[config.mk]
export PLATFORM = sky130hd
export DESIGN_NAME = size_class_chunk_allocator
export DESIGN_NICKNAME = d
export VERILOG_FILES = /design/src/hw/rtl/scca_pkg.sv /design/src/hw/rtl/size_class_chunk_allocator.sv
export SDC_FILE = /design/constraint.sdc
export NUM_CORES = 1
export LEC_CHECK = 0
export BUFFER_PORTS_ARGS = -buffer_cell sky130_fd_sc_hd__buf_2
export CORE_ASPECT_RATIO = 1.5
export CORE_MARGIN = 8
export CORE_UTILIZATION = 60
export CTS_BUF_LIST = sky130_fd_sc_hd__clkbuf_8
export DETAILED_ROUTE_END_ITERATION = 7
export HOLD_SLACK_MARGIN = 0.1
export PLACE_DENSITY = 0.93
export SLEW_MARGIN = 10
export SYNTH_ARGS = -nofsm -noshare
export SYNTH_HDL_FRONTEND = slang
export SYNTH_SLANG_ARGS = --single-unit
[constraint.sdc]
create_clock -name clk -period 6.1 [get_ports clk]
set_input_delay 1.22 -clock clk [delete_from_list [all_inputs] [get_ports clk]]
set_output_delay 1.22 -clock clk [all_outputs]
set_load 0.1 [all_outputs]
[src/hw/rtl/scca_pkg.sv]
// ----------------------------------------------------------------------------
// scca_pkg
// Types and codes shared by the size-class chunk allocator and its checker.
// ----------------------------------------------------------------------------
`default_nettype none

package scca_pkg;

  // Request modes
  localparam logic MODE_ALLOC = 1'b0;
  localparam logic MODE_FREE  = 1'b1;

  // Result status codes
  localparam logic [1:0] STATUS_OK         = 2'd0;
  localparam logic [1:0] STATUS_NO_FREE    = 2'd1;
  localparam logic [1:0] STATUS_BAD_SIZE   = 2'd2;
  localparam logic [1:0] STATUS_BAD_OFFSET = 2'd3;

  // Sequencer states
  typedef enum logic [1:0] {
    S_IDLE,
    S_SCAN,
    S_DONE
  } scca_state_t;

  // Request item
  typedef struct packed {
    logic        mode;
    logic [9:0]  request_bytes;
    logic [10:0] free_offset;
  } scca_req_t;

  // Result item
  typedef struct packed {
    logic [1:0]  status;
    logic [10:0] chunk_offset;
    logic [3:0]  chunk_number;
    logic [10:0] bytes_in_use;
    logic [4:0]  chunks_in_use;
  } scca_rsp_t;

endpackage

`default_nettype wire

[src/hw/rtl/size_class_chunk_allocator.sv]
// Sequence: the request is captured at the accepting edge, then S_SCAN steps
//   over the chunks one at a time and S_DONE holds the result until taken.
// A new request is taken only in S_IDLE, after the last result is taken; the
//   scan is paced by the single add/compare unit stepping over the chunk flags.
// Reset (rst, synchronous): all chunks free, usage totals zero, sequencer idle.
// ----------------------------------------------------------------------------
// size_class_chunk_allocator
// Pool of CHUNK_COUNT chunks of growing size. A sequencer walks every chunk
// once per item, claiming or releasing a chunk and recounting usage.
// ----------------------------------------------------------------------------
`default_nettype none

module size_class_chunk_allocator
  import scca_pkg::*;
#(
  parameter int CHUNK_COUNT   = 16,
  parameter int GRANULE_BYTES = 8
) (
  input  wire logic      clk,
  input  wire logic      rst,
  input  wire logic      req_valid,
  output logic           req_stall,
  input  wire scca_req_t req,
  output logic           rsp_valid,
  input  wire logic      rsp_stall,
  output scca_rsp_t      rsp
);

  localparam int IDX_W   = (CHUNK_COUNT > 1) ? $clog2(CHUNK_COUNT) : 1;
  localparam int OFF_RAW = $clog2(GRANULE_BYTES * CHUNK_COUNT * (CHUNK_COUNT + 1) / 2 + 1);
  localparam int OFF_W   = (OFF_RAW > 11) ? OFF_RAW : 11;
  localparam int SZ_RAW  = $clog2(GRANULE_BYTES * (CHUNK_COUNT + 1) + 1);
  localparam int SZ_W    = (SZ_RAW > 10) ? SZ_RAW : 10;
  localparam logic [IDX_W-1:0] LAST_IDX = IDX_W'(CHUNK_COUNT - 1);

  scca_state_t state, state_next;

  // Per-chunk busy flags and committed usage
  logic [CHUNK_COUNT-1:0] busy;
  logic [10:0]            used_bytes;
  logic [4:0]             used_chunks;

  // Captured request
  logic        mode;
  logic [9:0]  request_bytes;
  logic [10:0] free_offset;
  logic        bad_size;

  // Scan registers
  logic [IDX_W-1:0] idx;
  logic [OFF_W-1:0] start;
  logic [SZ_W-1:0]  size;
  logic             found;
  logic [10:0]      byte_acc;
  logic [4:0]       chunk_acc;
  logic [10:0]      res_off;
  logic [3:0]       res_num;

  logic        req_take, rsp_take, last_step;
  logic        claim, release_hit, busy_eff;
  logic [10:0] byte_acc_next;
  logic [4:0]  chunk_acc_next;

  assign req_take  = req_valid && !req_stall;
  assign rsp_take  = rsp_valid && !rsp_stall;
  assign last_step = (state == S_SCAN) && (idx == LAST_IDX);

  // Shared step unit: size compare / start compare, then usage accumulate
  always_comb begin
    claim       = (mode == MODE_ALLOC) && !bad_size && !found && !busy[idx] &&
                  (size >= SZ_W'(request_bytes));
    release_hit = (mode == MODE_FREE) && !found && (start == OFF_W'(free_offset));
    busy_eff    = claim || (busy[idx] && !release_hit);
    byte_acc_next  = byte_acc + (busy_eff ? 11'(size) : 11'd0);
    chunk_acc_next = chunk_acc + (busy_eff ? 5'd1 : 5'd0);
  end

  // Next state
  always_comb begin
    state_next = state;
    unique case (state)
      S_IDLE:  if (req_valid) state_next = S_SCAN;
      S_SCAN:  if (last_step) state_next = S_DONE;
      S_DONE:  if (rsp_take) state_next = S_IDLE;
      default: state_next = S_IDLE;
    endcase
  end

  // Handshake outputs
  always_comb begin
    req_stall = (state != S_IDLE);
    rsp_valid = (state == S_DONE);
  end

  always_ff @(posedge clk) begin
    if (rst) begin
      state <= S_IDLE;
    end else begin
      state <= state_next;
    end
  end

  // Control state: flags and committed totals
  always_ff @(posedge clk) begin
    if (rst) begin
      busy        <= '0;
      used_bytes  <= '0;
      used_chunks <= '0;
    end else if (state == S_SCAN) begin
      busy[idx] <= busy_eff;
      if (last_step) begin
        used_bytes  <= byte_acc_next;
        used_chunks <= chunk_acc_next;
      end
    end
  end

  // Capture and scan datapath
  always_ff @(posedge clk) begin
    if (req_take) begin
      mode          <= req.mode;
      request_bytes <= req.request_bytes;
      free_offset   <= req.free_offset;
      bad_size      <= (req.mode == MODE_ALLOC) && (req.request_bytes == 10'd0);
      idx           <= '0;
      start         <= '0;
      size          <= SZ_W'(GRANULE_BYTES);
      found         <= 1'b0;
      byte_acc      <= '0;
      chunk_acc     <= '0;
    end else if (state == S_SCAN) begin
      if (claim || release_hit) begin
        found   <= 1'b1;
        res_off <= 11'(start);
        res_num <= 4'(idx);
      end
      byte_acc  <= byte_acc_next;
      chunk_acc <= chunk_acc_next;
      start     <= start + OFF_W'(size);
      size      <= size + SZ_W'(GRANULE_BYTES);
      if (!last_step) idx <= idx + IDX_W'(1);
    end
  end

  // Result item
  always_comb begin
    priority if (bad_size) rsp.status = STATUS_BAD_SIZE;
    else if (found)        rsp.status = STATUS_OK;
    else if (mode == MODE_FREE) rsp.status = STATUS_BAD_OFFSET;
    else                   rsp.status = STATUS_NO_FREE;
    rsp.chunk_offset  = found ? res_off : 11'd0;
    rsp.chunk_number  = found ? res_num : 4'd0;
    rsp.bytes_in_use  = used_bytes;
    rsp.chunks_in_use = used_chunks;
  end

endmodule

`default_nettype wire

==> implementation parameters, run 1 <==
Parameter                              Value

Run status
  Run status ... finished, final reports clean

Routing
  Routed length on met2 ... between 5000 and 6000 um
  Uppermost layer routed ... met4
  Routed length on met3 ... around 540 um
  Final antenna-violating net count ... 0
  First-pass iteration count of the detailed router ... 5
  Routed metal-1 wirelength ... 3970 um
  Total wirelength of the detailed-routed design ... between 10000 and 15000 um
  Residual DRC count ... 0
  Via count ... 3626
  Number of DRC markers after the initial detailed-route iteration ... 233
  Average wire per cell in the routed design ... about 15 um
  Via density ... 5.56

Die
  Starting density of the core ... 60.6%
  Row count ... 40
  Number of I/O pins ... 61
  Standard cell core area ... just under 8000 um^2
  Vertical die dimension ... 125 um
  Die area ... 11200 um^2
  Chip Width ... 89 um

Critical path
  Cell chain of the critical path ... nor3_1 > o221ai_1 > or3_1 > a2111oi_0 > mux2_4 > inv_2 > and2_4 > ha_1 > inv_1 > fa_1 > nor2b_1 > o21a_1 > o21a_1 > o311ai_0 > nand2_1 > a21oi_1
  Setup crit start kind ... flip-flop
  Cell type of the slowest stage on the worst timing path ... sky130_fd_sc_hd__a2111oi_0
  Most frequent CP cell ... sky130_fd_sc_hd__o21a_1
  CP required ... around 6400 ps
  Sum of buffers and inverters on the critical path ... 2
  Kind of end point of the critical path ... flip-flop
  Maximum fanout encountered on the critical timing path ... 23
  Crit path arrival time ... 4380 ps
  Worst Path Class, Setup ... flip-flop to flip-flop
  CP delay by family, top ... compound AO/OA/AOI/OAI gates
  Biggest cell delay along the critical path ... 630 ps

Logic synthesis
  Ys async rst share ... 0%
  Area contributors post-synth ... sky130_fd_sc_hd__dfxtp_1 27%, sky130_fd_sc_hd__edfxtp_1 22%, sky130_fd_sc_hd__ha_1 7.3%
  Fraction of the mapped netlist area in adder cells ... a little over 8%
  Count of flip-flops with a built-in enable after synthesis ... 35
  Yosys warnings ... 0
  Post-synthesis cell count ... between 400 and 500
  Dominant cell type by area after synthesis ... sky130_fd_sc_hd__dfxtp_1
  Sequential share of the synthesized area ... 48.6%
  Prevailing post-synth register cell ... sky130_fd_sc_hd__dfxtp_1
  Post-Synth Simple-Gate Area ... a little under a fifth
  Mapped cell area ... about 4800 um^2
  Dominant combinational cell family by area after synthesis ... simple AND/OR/NAND/NOR gates
  Multiplexer fraction of the synthesized cell area ... 3.37%
  Syn avg cell area ... around 9.7 um^2
  Unique cell type count in the Yosys netlist ... 53
  Compound-Gate Fraction of Synth Area ... 11.4%
  Fraction of synthesized cell area in xor and xnor cells ... 4.75%
  Synthesis-stage register bit count ... 99
  Share of the synthesized area in the top cell type ... 26.7%

Timing
  Setup repair after global routing missed its margin ... false
  Total negative setup slack ... 0 ps
  Final clock period utilization by the worst path ... 66.9%
  Crit path setup slack, layout ... 2020 ps
  Final critical path time including I/O delays and setup ... 4080 ps
  Fmax ... 0.245 GHz
  Worst clock skew ... ~9.8 ps
  Least-Margin Pin Slew ... 1150 ps
  Max-slew headroom ... 22.8%
  Total count of hold-check failures in the final report ... 0
  Total setup violations reported at the end of the flow ... 0
  Count of final max-slew check failures ... 0

Clock network
  CTS sink count ... between 90 and 100
  Total clock buffers created by CTS ... 9
  TritonCTS clock tree ... built
  Hold Buf Count CTS ... 0
  Post CTS Setup Buffer Count ... 0
  H-tree levels ... 3
  Clock tree root driver cell ... sky130_fd_sc_hd__clkbuf_8
  Clock slew at reported path FFs ... 90 ps
  Largest buffer count on any clock path ... 2
  Clock latency of the later-clocked register in the worst-skew pair ... 360 ps
  PostCTS Resize Cnt ... 0

Finish
  Area growth syn-to-layout ... 10.1%
  Final Instance Area ... 5280 um^2
  Number of antenna diodes ... 0
  Final layout net count ... ~600
  Fill cell count ... 596
  Layout cell share with drive strength beyond 1 ... 14.4%

Placed design
  Post-Place Worst Slack ... 2100 ps
  Post-Place Cell Area ... 5090 um^2
  Dpl hpwl ... roughly 7400 um
  Final GP Congestion ... 0.889
  Count of buffers inserted at the top-level ports ... 54

Global routing
  Global-route wire length before repair ... 16500 um
  Antenna violations before repair ... 0
  Pin count of the biggest net entering global routing ... 39
  Vias in the first global route ... 3722
  Total global routing track utilization ... 18.5%
  Gr ovfl total ... 0

Power and ir drop
  Power density over cell area ... 259 nW/um^2
  Maximum VDD drop ... ~200 uV
  Static leakage power ... between 2 and 2.5 nW

Worst hold path
  Worst hold path type ... flip-flop to flip-flop

Job
  Max-capacitance violation count ... 0
==> Yosys cell counts (all sizes together) (3+ instances only) <==
cell type,instances
nor2,65
nor2b,6
xnor2,18
dfxtp,64
buf,12
nor4,5
nor3,12
o21a,4
a211oi,23
or3,3
mux4,4
a21oi,30
clkbuf,14
edfxtp,35
nand2,63
nand2b,5
nand3b,3
mux2i,3
inv,27
o21ai,13
xor2,8
a21o,3
nand3,6
ha,28
nor3b,3
and2,13
==> worst min-delay path: stages, from the launching register on <==
cell                      delay, ps
sky130_fd_sc_hd__dfxtp_1        320
sky130_fd_sc_hd__nand2_1         50
sky130_fd_sc_hd__a21oi_1         50
==> stage by stage <==
step | util, % | power (mW) | hold WS (ps) | std cells
CTS | 66.8 | 1.37 | 465 | 652
finish | 66.8 | 1.37 | 460 | 652
global route | 66.8 | 1.42 | 487 | 652
floorplan | - | 0.932 | 440 | 500
detailed placement | 64.4 | 0.974 | 451 | 636
global placement | 64.4 | 0.961 | 441 | 636
==> flip-flops by register name (all words and copies together), names as in the netlist, 5 cells and up <==
| name | count |
|---|---|
| busy | 16 |
| byte_acc | 8 |
| chunk_acc | 5 |
| free_offset | 11 |
| request_bytes | 10 |
| res_off | 8 |
| size | 7 |
| start | 8 |
| used_bytes | 8 |
| used_chunks | 5 |
==> cell usage in the layout, fill, tap and decap left out, types with 2 or more instances in the layout <==
cell                        netlist  layout
sky130_fd_sc_hd__a2111oi_0        2       2
sky130_fd_sc_hd__a211oi_1        22      22
sky130_fd_sc_hd__a21o_1           3       3
sky130_fd_sc_hd__a21oi_1         30      30
sky130_fd_sc_hd__and2_1          12      12
sky130_fd_sc_hd__buf_2            1      54
sky130_fd_sc_hd__buf_4            7       3
sky130_fd_sc_hd__clkbuf_8         0      10
sky130_fd_sc_hd__clkinv_2         0       2
sky130_fd_sc_hd__conb_1           1       6
sky130_fd_sc_hd__dfxtp_1         64      64
sky130_fd_sc_hd__edfxtp_1        35      35
sky130_fd_sc_hd__fa_1             2       2
sky130_fd_sc_hd__ha_1            28      28
sky130_fd_sc_hd__inv_1           26      29
sky130_fd_sc_hd__mux2i_1          3       3
sky130_fd_sc_hd__mux4_1           4       4
sky130_fd_sc_hd__nand2_1         63      63
sky130_fd_sc_hd__nand2b_1         5       5
sky130_fd_sc_hd__nand3_1          6       6
sky130_fd_sc_hd__nand3b_1         3       3
sky130_fd_sc_hd__nand4_1          2       2
sky130_fd_sc_hd__nor2_1          65      64
sky130_fd_sc_hd__nor2b_1          6       5
sky130_fd_sc_hd__nor3_1          12      12
sky130_fd_sc_hd__nor3b_1          3       3
sky130_fd_sc_hd__nor4_1           5       5
sky130_fd_sc_hd__o211ai_1         2       2
sky130_fd_sc_hd__o21a_1           4       4
sky130_fd_sc_hd__o21ai_0         12      12
sky130_fd_sc_hd__o31ai_1          2       2
sky130_fd_sc_hd__or3_1            3       3
sky130_fd_sc_hd__or4_1            2       2
sky130_fd_sc_hd__xnor2_1         18      18
sky130_fd_sc_hd__xor2_1           8       8
==> per-layer routing <==
layer / track usage, % / up-vias
met5: 0 / -
met1: 19.5 / 1701
li1: - / 1790
met2: 33.3 / 112
met3: 3.67 / 23
met4: 8.86 / 0
==> path summary, 6_finish.rpt <==
| kind | slack, ps | cells after the start | startpoint | endpoint |
|---|---|---|---|---|
| worst max-delay path | 2020 | 16 | free_offset[1] | used_bytes[9] |
| worst min-delay path | 460 | 2 | used_bytes[10] | used_bytes[10] |
| worst max register to register | 2020 | 16 | free_offset[1] | used_bytes[9] |
| worst min register to register | 460 | 2 | used_bytes[10] | used_bytes[10] |
==> layout make-up <==
| type | instances | area (um^2) | area share, % |
|---|---|---|---|
| sequential | 99 | 2330 | 44.1 |
| multi-input combinational | 348 | 2240 | 42.3 |
| timing repair buffer | 57 | 293 | 5.54 |
| clock buffer | 10 | 138 | 2.61 |
| tap | 105 | 131 | 2.49 |
| inverter | 27 | 101 | 1.92 |
| clock inverter | 6 | 51.3 | 0.971 |
==> cells by family (layout without fill, tap and decap cells) <==
family | count (synthesis) | in the layout
xor gates and xnor gates | 26 | 26
DFF | 99 | 99
adders and majority gates | 30 | 30
other | 1 | 6
AOI/OAI and AO/OA | 85 | 85
muxes | 9 | 9
buffers and inverters | 53 | 100
and+or+nand+nor | 192 | 192
==> power by group <==
part | switching (mW) | leakage (nW) | internal [mW]
combinational | 0.130 | 1.18 | 0.0772
clock | 0.211 | 0.110 | 0.195
sequential | 0.0395 | 0.848 | 0.718
total | 0.381 | 2.14 | 0.990
No activity file was read; power rests on OpenSTA's default activity.
==> inputs of run 2 (changes only) <==
- CORE_UTILIZATION: 60 -> 54
- PLACE_DENSITY: 0.93 -> 0.89
- clock period: 6.1 -> 3.4 ns (I/O delays scaled with it)
==> run 2 against run 1 <==
Against the previous run:
- global-route usage is 0.68 points lower
- clock skew is 5.4 ps higher
- die area is 9.4% higher
- combinational power is 130% higher
- sequential share of layout area is 2.1 points lower
- count of clock-buffer cells in the layout is 1 lower
- worst setup slack worse by 2000 ps
- critical path depth stayed put
- register-to-register slack worse by 2000 ps
- worst hold slack better by 1.4 ps
- fmax is 22% higher
- critical path type unchanged
- largest cell class unchanged
- largest power group unchanged
==> implementation parameters, run 2 (synthesis results as in run 1) <==
Parameter                              Value

Run status
  Run status ... finished, final reports clean

Routing
  Number of DRC markers after the initial detailed-route iteration ... 242
  First-pass iteration count of the detailed router ... 4
  Final antenna-violating net count ... 0
  Total wirelength of the detailed-routed design ... 10600 um
  Via density ... 5.52
  Via count ... between 3000 and 4000
  Residual DRC count ... 0
  Average wire per cell in the routed design ... 15.6 um

Finish
  Number of flip-flops under the largest register name ... 16
  Fill cell count ... 691
  Most frequent standard cell in the layout excluding fill and tap cells ... sky130_fd_sc_hd__nor2_1
  Post-layout utilization of the core ... approximately 64%
  Area growth syn-to-layout ... 15.9%
  Final layout net count ... 621
  Number of antenna diodes ... 0
  Layout cell share with drive strength beyond 1 ... 20.7%
  Commonest non-fill, non-tap cells in the layout ... 64 x sky130_fd_sc_hd__nor2_1, 63 x sky130_fd_sc_hd__nand2_1, 63 x sky130_fd_sc_hd__dfxtp_1
  Register with the most flip-flops ... busy
  Registers with the most flip-flops ... busy x16, free_offset x11, request_bytes x10
  Final cell count without fillers ... 680
  Final Instance Area ... 5560 um^2

Critical path
  Setup crit start kind ... flip-flop
  CP required ... 3700 ps
  Worst Path Class, Setup ... flip-flop to flip-flop
  Maximum fanout encountered on the critical timing path ... 6
  Register-to-Register Path Depth ... 16
  Kind of end point of the critical path ... flip-flop
  Crit path arrival time ... 3650 ps

Power and ir drop
  Reg power frac ... 51.3%
  Clock power share ... 30.6%
  Portion of total power attributed to combinational logic ... 18.1%
  Static leakage power ... 2.24 nW
  Internal Power ... 1.89 mW
  Overall power after layout ... 2.62 mW
  Maximum VDD drop ... 386 uV
  Sw Ratio ... between 20% and 30%
  Power density over cell area ... 471 nW/um^2
  Net Switching ... 726 uW

Placed design
  Dpl hpwl ... approximately 7600 um
  Final GP Congestion ... between 0.8 and 0.9
  Placed Cells ... 661
  Count of buffers inserted at the top-level ports ... 54
  Post-Place Cell Area ... 5260 um^2
  Post-Place Worst Slack ... -146 ps

Global routing
  Pin count of the biggest net entering global routing ... 39
  Gr ovfl total ... 0
  Total global routing track utilization ... between 15 and 20%
  Antenna violations before repair ... 0
  Vias in the first global route ... 3876
  Global-route wire length before repair ... 17700 um

Clock network
  H-tree levels ... 3
  Clock tree root driver cell ... sky130_fd_sc_hd__clkbuf_8
  Clock slew at reported path FFs ... 90 ps
  TritonCTS clock tree ... built
  Clock latency of the later-clocked register in the worst-skew pair ... 380 ps
  CTS sink count ... 99
  Hold Buf Count CTS ... 0
  Total clock buffers created by CTS ... 9
  Largest buffer count on any clock path ... 2

Timing
  Total negative setup slack ... 0 ps
  Total count of hold-check failures in the final report ... 0
  Final clock period utilization by the worst path ... 98.6%
  Max-slew headroom ... 61.9%
  Worst clock skew ... approximately 15 ps
  Count of final max-slew check failures ... 0
  Total setup violations reported at the end of the flow ... 0
  Final critical path time including I/O delays and setup ... between 3000 and 4000 ps
  Setup repair after global routing missed its margin ... true
  Crit path setup slack, layout ... about 47 ps
  Final-layout worst hold slack ... about 460 ps
  Least-Margin Pin Slew ... 571 ps
  Fmax ... just under 0.3 GHz

Die
  Vertical die dimension ... 131 um
  Die area ... 12200 um^2
  Number of I/O pins ... between 60 and 70
  Starting density of the core ... approximately 55%
  Standard cell core area ... 8720 um^2
  Row count ... 42
  Chip Width ... about 93 um

Job
  Max-capacitance violation count ... 0

Worst hold path
  Hold path depth ... 2
  Worst hold path type ... flip-flop to flip-flop
run 2: cell count changes in the layout (fill, tap and decap cells not counted), moves of 2 or more:
cell	change
sky130_fd_sc_hd__a21oi_1	-2
sky130_fd_sc_hd__a21oi_2	+2
sky130_fd_sc_hd__buf_4	+20
sky130_fd_sc_hd__buf_6	+2
sky130_fd_sc_hd__clkinv_2	-2
sky130_fd_sc_hd__inv_1	-2
sky130_fd_sc_hd__mux4_1	-4
sky130_fd_sc_hd__mux4_2	+4
sky130_fd_sc_hd__nor3_1	-2
sky130_fd_sc_hd__nor3_2	+2
run 2: worst paths after layout:
check	startpoint	end	slack, ps
max	idx[0]	used_bytes[9]	50
min	used_bytes[9]	used_bytes[9]	460
max reg2reg	idx[0]	used_bytes[9]	50
min reg2reg	used_bytes[9]	used_bytes[9]	460
run 2: cell type report:
type / count / area [um^2] / share of cell area (%)
clock buffer: 9 / 124 / 2.23
tap: 110 / 138 / 2.48
inverter: 27 / 101 / 1.82
clock inverter: 7 / 85.1 / 1.53
multi-input combinational: 348 / 2290 / 41.2
sequential: 99 / 2340 / 42.0
timing repair buffer: 80 / 485 / 8.73
run 2: per-layer routing:
metal / GRT usage (%) / vias to the layer above / wire length, um
li1: - / 1838 / -
met4: 10.7 / 0 / 396
met3: 3.76 / 32 / 528
met2: 30.3 / 124 / 5470
met1: 19.8 / 1758 / 4220
met5: 0 / - / 0
run 2: critical path: stages (launching register included):
cell and delay (ps):
sky130_fd_sc_hd__dfxtp_4 400, sky130_fd_sc_hd__mux4_2 490, sky130_fd_sc_hd__mux2_2 280, sky130_fd_sc_hd__o21ai_2 180, sky130_fd_sc_hd__mux2_4 350, sky130_fd_sc_hd__inv_2 70
sky130_fd_sc_hd__and2_4 140, sky130_fd_sc_hd__ha_4 130, sky130_fd_sc_hd__inv_2 40, sky130_fd_sc_hd__fa_2 380, sky130_fd_sc_hd__nor2b_1 110, sky130_fd_sc_hd__o21a_1 180
sky130_fd_sc_hd__buf_6 110, sky130_fd_sc_hd__o211ai_1 90, sky130_fd_sc_hd__o311ai_2 110, sky130_fd_sc_hd__nand2_1 90, sky130_fd_sc_hd__a21oi_1 130
run 2: power groups by stage:
stage | clock network [mW] | registers [mW] | logic [mW]
4_1_cts | 0.810 | 1.34 | 0.449
3_5_place_dp | 0 | 1.36 | 0.438
2_1_floorplan | 0 | 1.35 | 0.321
6_report | 0.801 | 1.34 | 0.475
3_3_place_gp | 0 | 1.36 | 0.417
5_1_grt | 0.858 | 1.35 | 0.531
run 2: what timing repair did:
item	CTS	global route
hold endpoints to repair	0	0
gates resized for setup	6	18
setup endpoints to repair	7	10
pin swaps	0	8
buffers inserted	1	2
